$ cat src/rtl/plti_pkg.sv
// ----------------------------------------------------------------------------
// plti_pkg
// Shared widths, request codes and status codes of the piecewise linear
// trajectory interpolator.
// ----------------------------------------------------------------------------
package plti_pkg;

    localparam int MAX_POINTS = 64;
    localparam int ADDR_W     = $clog2(MAX_POINTS);
    localparam int CNT_W      = $clog2(MAX_POINTS + 1);

    localparam int TIME_W = 32;
    localparam int VAL_W  = 24;
    localparam int LIM_W  = 23;
    localparam int MAG_W  = VAL_W;
    localparam int PROD_W = TIME_W + MAG_W;
    localparam int RES_W  = VAL_W + 2;

    localparam logic [LIM_W-1:0] LIMIT_RESET = {LIM_W{1'b1}};

    localparam logic [1:0] REQ_CLEAR  = 2'd0;
    localparam logic [1:0] REQ_APPEND = 2'd1;
    localparam logic [1:0] REQ_QUERY  = 2'd2;

    localparam logic [1:0] STAT_OK    = 2'd0;
    localparam logic [1:0] STAT_FULL  = 2'd1;
    localparam logic [1:0] STAT_EMPTY = 2'd2;

endpackage

$ cat src/rtl/plti_div.sv
// ----------------------------------------------------------------------------
// plti_div
// Restoring divider, one quotient bit per cycle. The caller guarantees
// that the quotient fits in MAG_W bits (dividend < divisor << MAG_W).
// ----------------------------------------------------------------------------
module plti_div (
    input  logic                         i_clk,
    input  logic                         i_rst_n,
    input  logic                         i_start,
    input  logic [plti_pkg::PROD_W-1:0]  i_dividend,
    input  logic [plti_pkg::TIME_W-1:0]  i_divisor,
    output logic                         o_done,
    output logic [plti_pkg::MAG_W-1:0]   o_quot
);
    import plti_pkg::*;

    localparam int STEP_W = $clog2(MAG_W + 1);

    logic              r_busy;
    logic              r_done;
    logic [STEP_W-1:0] r_cnt;
    logic [TIME_W-1:0] r_rem;
    logic [TIME_W-1:0] r_div;
    logic [MAG_W-1:0]  r_lo;
    logic [MAG_W-1:0]  r_quo;

    logic [TIME_W:0]   w_trial;
    logic              w_fit;

    // Bring down the next dividend bit and try a subtraction.
    assign w_trial = {r_rem, r_lo[MAG_W-1]};
    assign w_fit   = (w_trial >= {1'b0, r_div});

    always_ff @(posedge i_clk) begin
        if (!i_rst_n) begin
            r_busy <= 1'b0;
            r_done <= 1'b0;
            r_cnt  <= '0;
        end else begin
            r_done <= 1'b0;
            if (i_start) begin
                r_busy <= 1'b1;
                r_cnt  <= STEP_W'(MAG_W);
                r_rem  <= i_dividend[PROD_W-1:MAG_W];
                r_lo   <= i_dividend[MAG_W-1:0];
                r_div  <= i_divisor;
                r_quo  <= '0;
            end else if (r_busy) begin
                r_rem  <= w_fit ? TIME_W'(w_trial - {1'b0, r_div}) : w_trial[TIME_W-1:0];
                r_lo   <= {r_lo[MAG_W-2:0], 1'b0};
                r_quo  <= {r_quo[MAG_W-2:0], w_fit};
                r_cnt  <= r_cnt - 1'b1;
                if (r_cnt == STEP_W'(1)) begin
                    r_busy <= 1'b0;
                    r_done <= 1'b1;
                end
            end
        end
    end

    assign o_done = r_done;
    assign o_quot = r_quo;

endmodule

$ cat config.mk
export PLATFORM = sky130hd
export DESIGN_NAME = plti_div
export DESIGN_NICKNAME = d
export VERILOG_FILES = /design/src/rtl/plti_pkg.sv /design/src/rtl/plti_div.sv
export SDC_FILE = /design/constraint.sdc
export NUM_CORES = 1
export LEC_CHECK = 0
export ABC_CLOCK_PERIOD_IN_PS = 3800
export BUFFER_PORTS_ARGS = -buffer_cell sky130_fd_sc_hd__buf_2
export CAP_MARGIN = 20
export CORE_AREA = 2 2 115 117
export DETAILED_ROUTE_END_ITERATION = 6
export DIE_AREA = 0 0 117 119
export PLACE_DENSITY = 0.87
export SKIP_CTS_REPAIR_TIMING = 1
export SLEW_MARGIN = 20
export SYNTH_ARGS = -nofsm -noshare
export SYNTH_HDL_FRONTEND = slang
export SYNTH_SLANG_ARGS = --single-unit
$ cat constraint.sdc
create_clock -name i_clk -period 3.8 [get_ports i_clk]
set_input_delay 0.19 -clock i_clk [delete_from_list [all_inputs] [get_ports i_clk]]
set_output_delay 0.19 -clock i_clk [all_outputs]
set_load 0.005 [all_outputs]
==> results.cfg, run 1 <==
[logic_synthesis]
synth_cell_types = 62
synth-main-ff-cell = edfxtp_1
avgSynthCellArea_um2 = 10.9
ys_seq_area_share_pct = 50.8
synth.cell_area_mm2 = 0.00689
yosysWarningCount = 0
syn_inst = 631
synth_edf_count = 112
synth.net_count = 757
ys_seq_elements = 119
async_reset_ff_share_pct = 0

[floorplan]
die_area_mm2 = 0.0139
initial_core_util_pct = 53.5
die_w_um = 117
row_count = 42
fp.dieH_um = 119
num_io_pins = 116
coreArea_mm2 = 0.0129

[timing]
slew_viol_final = 0
skew_ns = 0.0125
rsz0062_at_grt = false
fin_setup_tns_ns = 0
hold_viol_final = 0
worst_slack_ns = 0.431
period_minus_slack_ns = 3.37
relSlewSlack_pct = 52.6
timing.fmax_mhz = 297
tightest_slew_ns = 0.706
setup_violations = 0
timing.final.crit_share_pct = 88.7

[power]
vdd_drop_max_mv = 0.374
total_power_w = 0.00420
power_density_mw_per_mm2 = 489
leakage_nw = 3.47

[critical_path]
r2r_cells = 9
worstPathArrival_ns = 3.56
required_ns = 3.99
crit_start = r_rem[9]
cp-endpoint = r_rem[17]
r2r_slack_ns = 0.43
r2r-end = r_rem[17]
path_max_fanout = 18
crit_path_end_kind = flip-flop
start_kind = flip-flop
reg2reg_from = r_rem[9]
critical_path_class = reg2reg

[routing]
via_count = 5594
wl_per_cell_um = 17.6
wl_mm = 16.8
dr.pass1.iters = 5
first_iter_violations = 466
antenna_left = 0
vias_per_cell = 5.85
drc_errors = 0

[clock_tree]
cts_buffer_depth = 2
cts_tree = yes
htreeDepth = 4
cts_made_buffers = 17
clock_latency_ns = 0.42
cts_sinks = 119
cts-root-buf = clkbuf_16
cts.reportedPaths.clkPinSlew_ns = 0.05

[place]
io_buffers = 115
dp_hpwl_mm = 11.5
post-place-ws_ns = 0.465
gp_congestion = 0.966

[layout]
layout_commonest_cell = buf_2
n_antenna_cell = 0
area_delta_synth_final_pct = 24.6
nNetsFinal = 893
layout-drive-gt1-share_pct = 25.1
final_cell_mix = buf_2, edfxtp_1, nand2_1, inv_1, a21oi_1

[grt]
grt_pass1_wl_mm = 26.4
grt_max_degree = 82
overflow = 0
grt_antenna_before_repair = 0
track_usage_pct = 24.6
grt_pass1_vias = 5371

[run]
cap_violations = 0

[min_path]
worstHoldStart = i_dividend[0]
min_path_type = in2reg

[status]
status = finished clean
[area by class of cell]
class | count | area [um^2]
clock buffer | 20 | 467
clock inverter | 12 | 150
fill | 930 | 4290
inverter | 45 | 169
multi-input combinational | 428 | 3070
sequential | 119 | 3500
tap | 176 | 220
timing repair buffer | 156 | 1000
[sequential cells by signal (all words and copies together), names as in the netlist]
signal	cells
r_cnt	5
r_busy	1
r_lo	24
o_done	1
r_div	32
r_rem	32
o_quot	24
[report_power, final]
part	leakage, nW	internal [W]	total [W]	switching [W]
clock network	0.301	0.00108	0.00165	0.000577
logic	2.04	0.000391	0.000926	0.000535
registers	1.13	0.00157	0.00162	0.0000493
total	3.47	0.00304	0.00420	0.00116
[logic make-up after synthesis]
logic type,count (synthesis),synth area share [%]
xor gates and xnor gates,30,3.81
AOI/OAI and AO/OA,166,17.4
and+or+nand+nor,173,12.8
muxes,24,3.90
DFF,119,50.8
adders and majority gates,35,6.46
buffers and inverters,84,4.79
[synth_stat cells, types with 4 or more instances]
library cell | n | area [um^2]
o211ai_1 | 4 | 30.0
nand2_1 | 47 | 176
o31ai_1 | 6 | 45.0
nor2b_1 | 26 | 163
xnor2_1 | 24 | 210
edfxtp_1 | 112 | 3360
o311ai_2 | 5 | 81.3
and3_1 | 7 | 43.8
o311ai_0 | 8 | 70.1
a31oi_1 | 17 | 106
dfxtp_1 | 7 | 140
nand3_1 | 17 | 85.1
ha_1 | 34 | 425
o21a_1 | 10 | 75.1
nand4_1 | 21 | 131
inv_1 | 44 | 165
a21oi_1 | 37 | 185
nor3_1 | 5 | 25.0
o21ai_0 | 30 | 150
mux2_2 | 23 | 259
and2_1 | 7 | 43.8
xor2_1 | 6 | 52.6
a21o_1 | 11 | 82.6
a41oi_1 | 4 | 35.0
clkbuf_1 | 31 | 116
nor2_1 | 31 | 116
[how the worst min path moves through the flow]
stage	end	slack [ns]	depth (start not counted)
2_1_floorplan	r_div[0]	0.29	0
3_3_place_gp	r_div[22]	0.37	1
3_5_place_dp	r_div[26]	0.37	1
4_1_cts	r_div[5]	-0.07	1
5_1_grt	r_lo[8]	0.05	2
6_report	r_lo[0]	0.06	2
[per-stage QoR]
step	utilization [%]	instance area [um^2]	hold WS (ns)	cells
floorplan	-	6890	0.289	631
global placement	59.0	7590	0.366	890
detailed placement	59.2	7620	0.368	891
CTS	64.0	8240	-0.0736	923
global route	66.7	8590	0.0549	956
finish	66.7	8590	0.0612	956
[per-layer routing]
layer	track usage (%)	part of all wire, %	wire, um	vias up
met3	5.95	6.8	1150	44
li1	-	-	-	2639
met2	37.8	49	8180	262
met1	32.9	42	7050	2649
met5	0	0	0	-
met4	11.1	2.8	472	0
[worst max-delay path, cell delays in order, from the launching register on]
cell and delay [ns]:
edfxtp_1 0.40, ha_1 0.42, and4_1 0.27, and3_4 0.22, o211ai_2 0.08, a211o_1 0.36
a2111oi_4 0.45, o211a_4 0.36, nor2_4 0.15, o311ai_0 0.42
(Power assumes the default switching activity.)
==> run 2, diff against run 1 <==
--- a/config.mk
+++ b/config.mk
@@ -11,7 +11,9 @@
 export CORE_AREA = 2 2 115 117
 export DETAILED_ROUTE_END_ITERATION = 6
 export DIE_AREA = 0 0 117 119
+export HOLD_SLACK_MARGIN = 0.12
 export PLACE_DENSITY = 0.87
+export RECOVER_POWER = 50
 export SKIP_CTS_REPAIR_TIMING = 1
 export SLEW_MARGIN = 20
 export SYNTH_ARGS = -nofsm -noshare
==> run 2 against run 1 <==
  * Largest cell class unchanged
  * Fmax is 0.65% lower
  * Highest routed layer unchanged
  * Critical path type unchanged
  * Critical path depth stayed put
  * Die area stayed put
  * The run now ends with capacitance limit, slew limit left
==> results.cfg, run 2 (same netlist as run 1, synthesis figures left out) <==
[status]
status = finished with violations
violations = capacitance limit, slew limit

[clock_tree]
cts_buffer_depth = 2
cts-root-buf = clkbuf_16
clock_latency_ns = 0.43
cts_sinks = 119
cts.reportedPaths.clkPinSlew_ns = 0.05
cts_tree = yes
cts_made_buffers = 17
htreeDepth = 4

[run]
cap_violations = 1

[timing]
hold_viol_final = 0
rsz0062_at_grt = false
slew_viol_final = 56
period_minus_slack_ns = 3.39
worst_slack_ns = 0.408
setup_violations = 0
skew_ns = 0.0136
relSlewSlack_pct = -66.8
tightest_slew_ns = 2.50
timing.fmax_mhz = 295
fin_setup_tns_ns = 0
timing.final.crit_share_pct = 89.3

[routing]
dr.pass1.iters = 6
first_iter_violations = 574
wl_per_cell_um = 17.9
vias_per_cell = 5.82
wl_mm = 17.9
antenna_left = 0
drc_errors = 0
via_count = 5799

[critical_path]
cp_cell_sequence = ha_1 -> and4_1 -> and3_4 -> o211ai_2 -> a211o_1 -> a2111oi_4 -> o211a_4 -> nor2_4 -> o311ai_0
crit_path_end_kind = flip-flop
critPathSlowestCell = a2111oi_4
path_max_fanout = 18
critical_path_class = reg2reg
crit_path_max_incr_delay_ns = 0.47
worstPathArrival_ns = 3.58
required_ns = 3.99
start_kind = flip-flop

[layout]
final_cell_mix = edfxtp_1, buf_2, dlygate4sd3_1, nand2_1, inv_1
stdcell_area_mm2 = 0.00897
fillers = 869
largestRegisters = r_div (32), r_rem (32)
nNetsFinal = 932
regArea_mm2 = 0.00350
layout-drive-gt1-share_pct = 22.6
area_delta_synth_final_pct = 30.1
layout_commonest_cell = edfxtp_1
multi_input_area_mm2 = 0.00307

[grt]
track_usage_pct = 24.6
grt_max_degree = 82
overflow = 0
grt_pass1_wl_mm = 26.4
grt_pass1_vias = 5371
grt_antenna_before_repair = 2

[place]
post-place-ws_ns = 0.465
post_dp_cell_area_mm2 = 0.00762
gp_congestion = 0.966
dp_hpwl_mm = 11.5
io_buffers = 115

[power]
p_sw_w = 0.00118
intPower_w = 0.00306
p_clk_share_pct = 39.2
pwr-share-seq_pct = 38.1
total_power_w = 0.00425
power_density_mw_per_mm2 = 474
switching_share_pct = 27.9
combinationalPowerShare_pct = 22.7
leakage_nw = 3.60
vdd_drop_max_mv = 0.370

[floorplan]
die_w_um = 117
num_io_pins = 116
fp.dieH_um = 119
die_area_mm2 = 0.0139
initial_core_util_pct = 53.5
coreArea_mm2 = 0.0129
row_count = 42

[min_path]
min_path_type = in2reg
run 2: cell type report:
class | count | area share (%)
multi-input combinational | 428 | 34.3
clock inverter | 12 | 1.67
sequential | 119 | 39.1
clock buffer | 20 | 5.20
timing repair buffer | 195 | 15.4
inverter | 45 | 1.88
antenna | 2 | 0.0558
tap | 176 | 2.46
run 2: path summary, 6_finish.rpt:
kind,startpoint,endpoint,slack [ns],cells after the start
worst max-delay path,r_rem[9],r_rem[17],0.41,9
worst min-delay path,i_dividend[34],r_rem[10],0.08,3
worst max register to register,r_rem[9],r_rem[17],0.41,9
worst min register to register,r_lo[15],r_lo[16],0.55,1
run 2: stage by stage:
| stage | instances | hold slack (ns) | util, % |
|---|---|---|---|
| after CTS | 923 | -0.0736 | 64.0 |
| after detailed placement | 891 | 0.368 | 59.2 |
| after floorplan | 631 | 0.289 | - |
| after global routing | 997 | 0.120 | 69.7 |
| final | 997 | 0.0840 | 69.7 |
| after global placement | 890 | 0.366 | 59.0 |
run 2: routing by layer:
layer | global-route usage [%] | vias to the layer above | part of all wire, %
li1 | - | 2717 | -
met1 | 32.9 | 2736 | 41
met2 | 37.8 | 293 | 49
met3 | 5.95 | 53 | 7.4
met4 | 11.1 | 0 | 3.1
met5 | 0 | - | 0
run 2: power by group through the flow:
| stage | clock network [W] | registers (W) | logic [W] |
|---|---|---|---|
| final | 0.00166 | 0.00162 | 0.000965 |
| after global routing | 0.00174 | 0.00162 | 0.00104 |
| after CTS | 0.00168 | 0.00162 | 0.000878 |
| after detailed placement | 0 | 0.00164 | 0.000866 |
| after global placement | 0 | 0.00163 | 0.000832 |
| after floorplan | 0 | 0.00163 | 0.000637 |
run 2: critical path, delay by kind of cell, from the launching register on:
kind                     cells  cell delay (ns)
flip-flops                   1             0.40
AND/OR/NAND/NOR              3             0.63
adder cells (fa/ha/maj)      1             0.42
AO/OA/AOI/OAI                5             1.70
